===== config.mk =====
export PLATFORM = sky130hd
export DESIGN_NAME = alpha_composite_over_unit_flat
export DESIGN_NICKNAME = d
export VERILOG_FILES = /design/src/sv/acomp_pkg.sv /design/src/sv/acomp_if.sv /design/src/sv/alpha_composite_over_unit.sv /design/src/sv/acomp_cfg.sv /design/src/sv/acomp_mul.sv /design/src/sv/acomp_div_step.sv /design/src/flat_wrapper.sv
export SDC_FILE = /design/constraint.sdc
export NUM_CORES = 2
export LEC_CHECK = 0
export ABC_AREA = 0
export CAP_MARGIN = 20
export CORE_MARGIN = 4
export CORE_UTILIZATION = 63
export CTS_CLUSTER_SIZE = 24
export DETAILED_ROUTE_END_ITERATION = 8
export DONT_BUFFER_PORTS = 1
export PLACE_DENSITY = 0.79
export REMOVE_ABC_BUFFERS = 1
export SETUP_SLACK_MARGIN = 0.1
export SLEW_MARGIN = 20
export SYNTH_ARGS = -nofsm -noshare
export SYNTH_HDL_FRONTEND = slang
export SYNTH_HIERARCHICAL = 1
export SYNTH_SLANG_ARGS = --single-unit

===== constraint.sdc =====
create_clock -name clk -period 98.3 [get_ports clk]
set_clock_uncertainty 0.1 [all_clocks]
set_input_delay 9.83 -clock clk [delete_from_list [all_inputs] [get_ports clk]]
set_output_delay 9.83 -clock clk [all_outputs]
set_load 0.01 [all_outputs]

===== src/sv/acomp_pkg.sv =====
// ----------------------------------------------------------------------------
// acomp_pkg
// Shared constants for the alpha over compositing unit: pixel word width and
// the register map of the configuration port.
// ----------------------------------------------------------------------------
package acomp_pkg;

  localparam int PixelBits   = 32;
  localparam int CfgDataBits = 32;
  localparam int CfgAddrBits = 3;

  // register index, taken from paddr[2]
  typedef enum logic {
    REG_TRANSPARENT = 1'b0
  } cfg_reg_t;

endpackage


===== src/sv/acomp_if.sv =====
// ----------------------------------------------------------------------------
// acomp_in_if / acomp_out_if
// Valid/ready channels carrying a pixel pair in and a composited pixel out.
// ----------------------------------------------------------------------------
interface acomp_in_if;
  logic                           valid;
  logic                           ready;
  logic [acomp_pkg::PixelBits-1:0] dst_pixel;
  logic [acomp_pkg::PixelBits-1:0] src_pixel;

  modport source (output valid, output dst_pixel, output src_pixel, input ready);
  modport sink   (input valid, input dst_pixel, input src_pixel, output ready);
endinterface

interface acomp_out_if;
  logic                           valid;
  logic                           ready;
  logic [acomp_pkg::PixelBits-1:0] result_pixel;

  modport source (output valid, output result_pixel, input ready);
  modport sink   (input valid, input result_pixel, output ready);
endinterface


===== src/sv/alpha_composite_over_unit.sv =====
// ----------------------------------------------------------------------------
// alpha_composite_over_unit
// Porter-Duff over of two straight-alpha pixels, exact integer math,
// pipelined at one pixel pair per clock while the output is not stalled.
// ----------------------------------------------------------------------------
//   channel  dir  handshake      payload
//   in_if    in   valid/ready    dst_pixel, src_pixel
//   out_if   out  valid/ready    result_pixel
//   cfg_*    in   APB write/read transparent_word at byte address 0
//
// The pipeline is two multiply stages, one restoring divider stage per
// quotient bit, and the output register.
// One pixel pair is taken every cycle while the output is drained.
// rst_n (synchronous) clears all valid bits and the transparent word.
// A stalled output holds; bubbles in the pipeline still close up behind it.
module alpha_composite_over_unit #(
  parameter int CHANNEL_BITS = 8
) (
  input  logic                              clk,
  input  logic                              rst_n,
  acomp_in_if.sink                          in_if,
  acomp_out_if.source                       out_if,
  input  logic                              cfg_psel,
  input  logic                              cfg_penable,
  input  logic                              cfg_pwrite,
  input  logic [acomp_pkg::CfgAddrBits-1:0] cfg_paddr,
  input  logic [acomp_pkg::CfgDataBits-1:0] cfg_pwdata,
  output logic [acomp_pkg::CfgDataBits-1:0] cfg_prdata,
  output logic                              cfg_pready
);

  localparam int W = CHANNEL_BITS;

  logic [acomp_pkg::PixelBits-1:0] tw;

  logic           v_w   [W+1];
  logic           rdy_w [W+1];
  logic [3*W-1:0] rem_w [W+1][4];
  logic [W-1:0]   q_w   [W+1][4];
  logic [2*W-1:0] cov_w [W+1];
  logic           z_w   [W+1];
  logic [W-1:0]   alpha_w;

  logic                            out_valid_r;
  logic [acomp_pkg::PixelBits-1:0] result_r, result_nxt;
  logic                            out_en;
  logic [4*W-1:0]                  pack;

  acomp_cfg u_cfg (
    .clk              (clk),
    .rst_n            (rst_n),
    .psel             (cfg_psel),
    .penable          (cfg_penable),
    .pwrite           (cfg_pwrite),
    .paddr            (cfg_paddr),
    .pwdata           (cfg_pwdata),
    .prdata           (cfg_prdata),
    .pready           (cfg_pready),
    .transparent_word (tw)
  );

  acomp_mul #(.W(W)) u_mul (
    .clk       (clk),
    .rst_n     (rst_n),
    .in_valid  (in_if.valid),
    .in_ready  (in_if.ready),
    .dst_pixel (in_if.dst_pixel),
    .src_pixel (in_if.src_pixel),
    .out_valid (v_w[0]),
    .out_ready (rdy_w[0]),
    .rem       (rem_w[0]),
    .cov       (cov_w[0]),
    .alpha     (alpha_w),
    .zero      (z_w[0])
  );

  // lane 0 enters with the finished alpha, colour lanes start empty
  assign q_w[0] = '{alpha_w, '0, '0, '0};

  // one stage per quotient bit, most significant first
  for (genvar j = 0; j < W; j++) begin : g_div
    acomp_div_step #(.W(W), .STEP(W-1-j)) u_step (
      .clk       (clk),
      .rst_n     (rst_n),
      .in_valid  (v_w[j]),
      .in_ready  (rdy_w[j]),
      .rem_i     (rem_w[j]),
      .q_i       (q_w[j]),
      .cov_i     (cov_w[j]),
      .zero_i    (z_w[j]),
      .out_valid (v_w[j+1]),
      .out_ready (rdy_w[j+1]),
      .rem_o     (rem_w[j+1]),
      .q_o       (q_w[j+1]),
      .cov_o     (cov_w[j+1]),
      .zero_o    (z_w[j+1])
    );
  end

  assign out_en   = !out_valid_r || out_if.ready;
  assign rdy_w[W] = out_en;

  always_comb begin
    pack       = {q_w[W][3], q_w[W][2], q_w[W][1], q_w[W][0]};
    result_nxt = z_w[W] ? tw : acomp_pkg::PixelBits'(pack);
  end

  always_ff @(posedge clk) begin
    if (!rst_n) begin
      out_valid_r <= 1'b0;
    end else if (out_en) begin
      out_valid_r <= v_w[W];
    end
  end

  always_ff @(posedge clk) begin
    if (out_en) begin
      result_r <= result_nxt;
    end
  end

  assign out_if.valid        = out_valid_r;
  assign out_if.result_pixel = result_r;

  // input stalls only when the output holds an untaken result
  a_stall_src: assert property (@(posedge clk) disable iff (!rst_n)
    !in_if.ready |-> (out_valid_r && !out_if.ready))
    else $error("input stalled without output backpressure");

  // a finished division leaves remainders below their divisors
  a_color_rem: assert property (@(posedge clk) disable iff (!rst_n)
    (v_w[W] && !z_w[W]) |-> (rem_w[W][1] < (3*W)'(cov_w[W])
                          && rem_w[W][2] < (3*W)'(cov_w[W])
                          && rem_w[W][3] < (3*W)'(cov_w[W])))
    else $error("colour division left remainder too large");

  // zero coverage means both alphas were zero
  a_zero_cov: assert property (@(posedge clk) disable iff (!rst_n)
    v_w[W] |-> (z_w[W] == (cov_w[W] == '0)))
    else $error("zero flag disagrees with coverage");

endmodule


===== src/sv/acomp_cfg.sv =====
// ----------------------------------------------------------------------------
// acomp_cfg
// APB register block holding the word returned for fully transparent output.
// ----------------------------------------------------------------------------
module acomp_cfg (
  input  logic                              clk,
  input  logic                              rst_n,
  input  logic                              psel,
  input  logic                              penable,
  input  logic                              pwrite,
  input  logic [acomp_pkg::CfgAddrBits-1:0] paddr,
  input  logic [acomp_pkg::CfgDataBits-1:0] pwdata,
  output logic [acomp_pkg::CfgDataBits-1:0] prdata,
  output logic                              pready,
  output logic [acomp_pkg::PixelBits-1:0]   transparent_word
);

  logic [acomp_pkg::PixelBits-1:0] tw_r;
  logic [acomp_pkg::PixelBits-1:0] tw_nxt;
  logic                            hit;

  assign hit    = (paddr[2] == acomp_pkg::REG_TRANSPARENT);
  assign pready = 1'b1;

  always_comb begin
    tw_nxt = tw_r;
    if (psel && penable && pwrite && hit) begin
      tw_nxt = pwdata[acomp_pkg::PixelBits-1:0];
    end
  end

  always_ff @(posedge clk) begin
    if (!rst_n) begin
      tw_r <= '0;
    end else begin
      tw_r <= tw_nxt;
    end
  end

  assign prdata           = hit ? tw_r : '0;
  assign transparent_word = tw_r;

endmodule


===== src/sv/acomp_mul.sv =====
// ----------------------------------------------------------------------------
// acomp_mul
// Two multiply stages: channel products and combined coverage, then the
// per-channel numerators that feed the divider and the output alpha.
// ----------------------------------------------------------------------------
module acomp_mul #(
  parameter int W = 8
) (
  input  logic                            clk,
  input  logic                            rst_n,
  input  logic                            in_valid,
  output logic                            in_ready,
  input  logic [acomp_pkg::PixelBits-1:0] dst_pixel,
  input  logic [acomp_pkg::PixelBits-1:0] src_pixel,
  output logic                            out_valid,
  input  logic                            out_ready,
  output logic [3*W-1:0]                  rem [4],
  output logic [2*W-1:0]                  cov,
  output logic [W-1:0]                    alpha,
  output logic                            zero
);

  localparam logic [W-1:0] MaxCh = '1;

  logic [4*W-1:0] dw, sw;
  logic [W-1:0]   sa, da, ma_nxt;
  logic [2*W-1:0] dm;

  // stage 1
  logic           v1_r;
  logic [2*W-1:0] ps_r [3];
  logic [2*W-1:0] ps_nxt [3];
  logic [2*W-1:0] pd_r [3];
  logic [2*W-1:0] pd_nxt [3];
  logic [W-1:0]   ma_r;
  logic [2*W-1:0] cov1_r, cov1_nxt;
  logic           z1_r, z1_nxt;
  logic           en1, en2;

  // stage 2
  logic           v2_r;
  logic [3*W-1:0] rem_r [4];
  logic [3*W-1:0] rem_nxt [4];
  logic [2*W-1:0] cov2_r;
  logic           z2_r;
  logic [2*W-1:0] asum;
  logic [W-1:0]   alpha_nxt;
  logic [W-1:0]   alpha_r;

  assign en2      = !v2_r || out_ready;
  assign en1      = !v1_r || en2;
  assign in_ready = en1;

  always_comb begin
    dw       = (4*W)'(dst_pixel);
    sw       = (4*W)'(src_pixel);
    sa       = sw[W-1:0];
    da       = dw[W-1:0];
    ma_nxt   = MaxCh - sa;
    dm       = da * ma_nxt;
    cov1_nxt = ((2*W)'(sa) << W) - (2*W)'(sa) + dm;
    z1_nxt   = (sa == '0) && (da == '0);
    for (int k = 0; k < 3; k++) begin
      ps_nxt[k] = sw[(k+1)*W +: W] * sa;
      pd_nxt[k] = dw[(k+1)*W +: W] * da;
    end
  end

  always_comb begin
    // divide by the channel maximum: floor(x/M) = (x + (x >> W) + 1) >> W for x <= M*M
    asum       = cov1_r + (cov1_r >> W) + (2*W)'(1);
    alpha_nxt  = asum[2*W-1:W];
    rem_nxt[0] = '0;
    for (int k = 0; k < 3; k++) begin
      rem_nxt[k+1] = ((3*W)'(ps_r[k]) << W) - (3*W)'(ps_r[k])
                   + (3*W)'(pd_r[k]) * (3*W)'(ma_r);
    end
  end

  always_ff @(posedge clk) begin
    if (!rst_n) begin
      v1_r <= 1'b0;
      v2_r <= 1'b0;
    end else begin
      if (en1) v1_r <= in_valid;
      if (en2) v2_r <= v1_r;
    end
  end

  always_ff @(posedge clk) begin
    if (en1) begin
      ps_r   <= ps_nxt;
      pd_r   <= pd_nxt;
      ma_r   <= ma_nxt;
      cov1_r <= cov1_nxt;
      z1_r   <= z1_nxt;
    end
    if (en2) begin
      rem_r   <= rem_nxt;
      cov2_r  <= cov1_r;
      z2_r    <= z1_r;
      alpha_r <= alpha_nxt;
    end
  end

  assign out_valid = v2_r;
  assign rem       = rem_r;
  assign cov       = cov2_r;
  assign alpha     = alpha_r;
  assign zero      = z2_r;

endmodule


===== src/sv/acomp_div_step.sv =====
// ----------------------------------------------------------------------------
// acomp_div_step
// One restoring division step: lanes 1..3 divide the colour numerators by
// the coverage, lane 0 carries the alpha quotient through unchanged.
// ----------------------------------------------------------------------------
module acomp_div_step #(
  parameter int W    = 8,
  parameter int STEP = 0
) (
  input  logic           clk,
  input  logic           rst_n,
  input  logic           in_valid,
  output logic           in_ready,
  input  logic [3*W-1:0] rem_i [4],
  input  logic [W-1:0]   q_i [4],
  input  logic [2*W-1:0] cov_i,
  input  logic           zero_i,
  output logic           out_valid,
  input  logic           out_ready,
  output logic [3*W-1:0] rem_o [4],
  output logic [W-1:0]   q_o [4],
  output logic [2*W-1:0] cov_o,
  output logic           zero_o
);

  logic           v_r;
  logic           en;
  logic [3*W-1:0] rem_r [4];
  logic [3*W-1:0] rem_nxt [4];
  logic [W-1:0]   q_r [4];
  logic [W-1:0]   q_nxt [4];
  logic [2*W-1:0] cov_r;
  logic           zero_r;
  logic [3*W-1:0] dvs;

  assign en       = !v_r || out_ready;
  assign in_ready = en;

  always_comb begin
    dvs = (3*W)'(cov_i) << STEP;
    for (int k = 0; k < 4; k++) begin
      rem_nxt[k] = rem_i[k];
      q_nxt[k]   = q_i[k];
    end
    for (int k = 1; k < 4; k++) begin
      if (rem_i[k] >= dvs) begin
        rem_nxt[k]     = rem_i[k] - dvs;
        q_nxt[k][STEP] = 1'b1;
      end
    end
  end

  always_ff @(posedge clk) begin
    if (!rst_n) begin
      v_r <= 1'b0;
    end else if (en) begin
      v_r <= in_valid;
    end
  end

  always_ff @(posedge clk) begin
    if (en) begin
      rem_r  <= rem_nxt;
      q_r    <= q_nxt;
      cov_r  <= cov_i;
      zero_r <= zero_i;
    end
  end

  assign out_valid = v_r;
  assign rem_o     = rem_r;
  assign q_o       = q_r;
  assign cov_o     = cov_r;
  assign zero_o    = zero_r;

endmodule

===== src/flat_wrapper.sv =====
// flat-port wrapper written by rule: the top's interface ports become plain ports
module alpha_composite_over_unit_flat 
#(
  parameter int CHANNEL_BITS = 8
)
  (clk, rst_n, cfg_psel, cfg_penable, cfg_pwrite, cfg_paddr, cfg_pwdata, cfg_prdata, cfg_pready, in_if_valid, in_if_dst_pixel, in_if_src_pixel, in_if_ready, out_if_valid, out_if_result_pixel, out_if_ready);
  acomp_in_if in_if_i ();
  acomp_out_if out_if_i ();
  input  logic clk;
  input  logic rst_n;
  input  logic cfg_psel;
  input  logic cfg_penable;
  input  logic cfg_pwrite;
  input  logic [acomp_pkg::CfgAddrBits-1:0] cfg_paddr;
  input  logic [acomp_pkg::CfgDataBits-1:0] cfg_pwdata;
  output logic [acomp_pkg::CfgDataBits-1:0] cfg_prdata;
  output logic cfg_pready;
  input wire logic [$bits(in_if_i.valid)-1:0] in_if_valid;
  input wire logic [$bits(in_if_i.dst_pixel)-1:0] in_if_dst_pixel;
  input wire logic [$bits(in_if_i.src_pixel)-1:0] in_if_src_pixel;
  output wire logic [$bits(in_if_i.ready)-1:0] in_if_ready;
  output wire logic [$bits(out_if_i.valid)-1:0] out_if_valid;
  output wire logic [$bits(out_if_i.result_pixel)-1:0] out_if_result_pixel;
  input wire logic [$bits(out_if_i.ready)-1:0] out_if_ready;
  assign in_if_i.valid = in_if_valid;
  assign in_if_i.dst_pixel = in_if_dst_pixel;
  assign in_if_i.src_pixel = in_if_src_pixel;
  assign in_if_ready = in_if_i.ready;
  assign out_if_valid = out_if_i.valid;
  assign out_if_result_pixel = out_if_i.result_pixel;
  assign out_if_i.ready = out_if_ready;
  alpha_composite_over_unit #(.CHANNEL_BITS(CHANNEL_BITS)) u_core (.clk(clk), .rst_n(rst_n), .in_if(in_if_i), .out_if(out_if_i), .cfg_psel(cfg_psel), .cfg_penable(cfg_penable), .cfg_pwrite(cfg_pwrite), .cfg_paddr(cfg_paddr), .cfg_pwdata(cfg_pwdata), .cfg_prdata(cfg_prdata), .cfg_pready(cfg_pready));
endmodule

==> reports/qor.yml <==
synth:
  syn_area_sq_um: 91500
  syn_area_per_cell_sq_um: 10.6
  yosysWarnings: 6
  synth_cells: 8608
routing:
  num_vias: 62100
  firstDrtPassIters: 8
  ant_nets: 0
  drc_errors: 0
  finalWirelength_mm: 207
  viasPerCell: 5.88
  drt_iter0_drc: 3789
  avgRoutedWirePerCell_um: 19.6
floorplanning:
  fp.dieArea_sq_um: 151000
  num_rows: 139
  start_util: 0.636
  coreArea_sq_um: 144000
  chipHeight_um: 389
  num_io_pins: 173
  die_w_um: 389
clock_tree:
  cts_hold_buf: 0
  cts-htree-levels: 4
  cts_tree: "done"
  path_clk_slew_ns: 0.06
  cts.sinks: 1173
  cts.path.max_buffers: 3
  ctsResizeCount: 0
  clk_latency_ns: 0.78
  post_cts_buffers: 0
  cts-root-buf: "clkbuf_16"
  cts-buffers-inserted: 131
job:
  max_cap_violations: 0
finish:
  nNetsFinal: 10100
  fill_cells: 10600
  layout_commonest_cell: "edfxtp_1"
  drive_gt1_frac: 0.0540
  post-route-util: 0.678
  area_delta_synth_final_pct: 6.61
  final_cell_mix: "edfxtp_1, inv_1, nand2_1"
grt:
  grt_pass1_wl_mm: 333
  grt_overflow: 0
  grt_use_total: 0.276
  grt_max_degree: 76
  grt_pass1_vias: 64000
  antenna_found_initial: 1
place:
  place_congestion: 0.946
  port_buffers: 0
  dpl.hpwl_mm: 162
worst_setup_path:
  end_kind: "primary output"
  crit_path_start_kind: "input port"
  critPathKind: "input port to primary output"
  arrival_ns: 17.47
  crit_required_ns: 88.37
  critPathMaxFanout: 55
timing:
  final.period_utilization: 0.279
  min_period_ns: 27.40
  setup_viol_count_final: 0
  whs_ns: 0.303
  final_hold_viol_count: 0
  slew_viol_final: 0
  setup_tns_ns: 0
  rsz0062_at_grt: "false"
  worst_pin_slew_ns: 1.14
  max_clock_freq_mhz: 36.5
  relSlewSlack: 0.239
outcome:
  outcome: "finished, final reports clean"
worst_hold_path:
  worstHoldPathType: "flip-flop to flip-flop"
worst max-delay path, stage by stage:
cell and delay, ns:
nand2b_2 0.09, buf_4 0.41, nand2b_2 0.85, nand2b_4 0.79, nand2b_4 0.70, nand2b_4 0.71
nand2b_4 0.70, nand2b_4 0.68, nand2b_4 0.74, nand2b_4 0.74, nor2b_1 0.29, nand2_4 0.14
buf_4 0.52
flip-flops by register name, summed over array words and instances, names as in the netlist, 32 cells and up:
signal                         count
u_core/g_div.u_step/rem_o        504
u_core/g_div.u_step/q_o          256
u_core/g_div.u_step/cov_o        112
u_core/u_mul/rem                  72
u_core/u_mul/pd_r                 48
u_core/u_mul/ps_r                 48
u_core/out_if.result_pixel        32
u_core/u_cfg/transparent_word     32
area by class of cell:
type | instances | area (sq um) | share of cell area
Clock inverter | 89 | 1080 | 0.0111
Inverter | 1031 | 3870 | 0.0397
Clock buffer | 152 | 3380 | 0.0346
Timing Repair Buffer | 35 | 263 | 0.00269
Sequential cell | 1173 | 34800 | 0.357
Antenna cell | 3 | 7.51 | 0.0000769
Multi-Input combinational cell | 6176 | 51800 | 0.531
Tap cell | 1903 | 2380 | 0.0244
metrics by stage:
stage | instances | setup WS, ns | area (sq um)
floorplan | 8380 | 51.82 | 90300
global placement | 10300 | 71.01 | 93100
finish | 10600 | 70.90 | 97600
detailed placement | 10300 | 70.74 | 93100
global route | 10600 | 70.13 | 97600
CTS | 10600 | 70.68 | 97600
final timing paths:
kind | end | cells past startpoint | startpoint | slack, ns
setup / recovery | in_if_ready | 13 | out_if_ready | 70.90
hold / removal | u_core/g_div[7].u_step/q_o[30]$_DFFE_PP_ | 0 | u_core/g_div[6].u_step/q_o[30]$_DFFE_PP_ | 0.30
setup reg to reg | u_core/u_mul/cov1_r[11]$_DFFE_PP_ | 14 | u_core/out_if.valid$_SDFFE_PN0P_ | 89.16
hold reg to reg | u_core/g_div[7].u_step/q_o[30]$_DFFE_PP_ | 0 | u_core/g_div[6].u_step/q_o[30]$_DFFE_PP_ | 0.30
per-layer routing:
layer / wire [um] / global-route usage / up-vias
li1: - / - / 29700
met3: 9150 / 0.0341 / 529
met5: 0 / 0 / -
met4: 14600 / 0.168 / 0
met2: 104000 / 0.489 / 1904
met1: 79500 / 0.320 / 29900
Power is not shown: default switching activity piles up to over one toggle a cycle in this logic, so the estimate is an artifact.
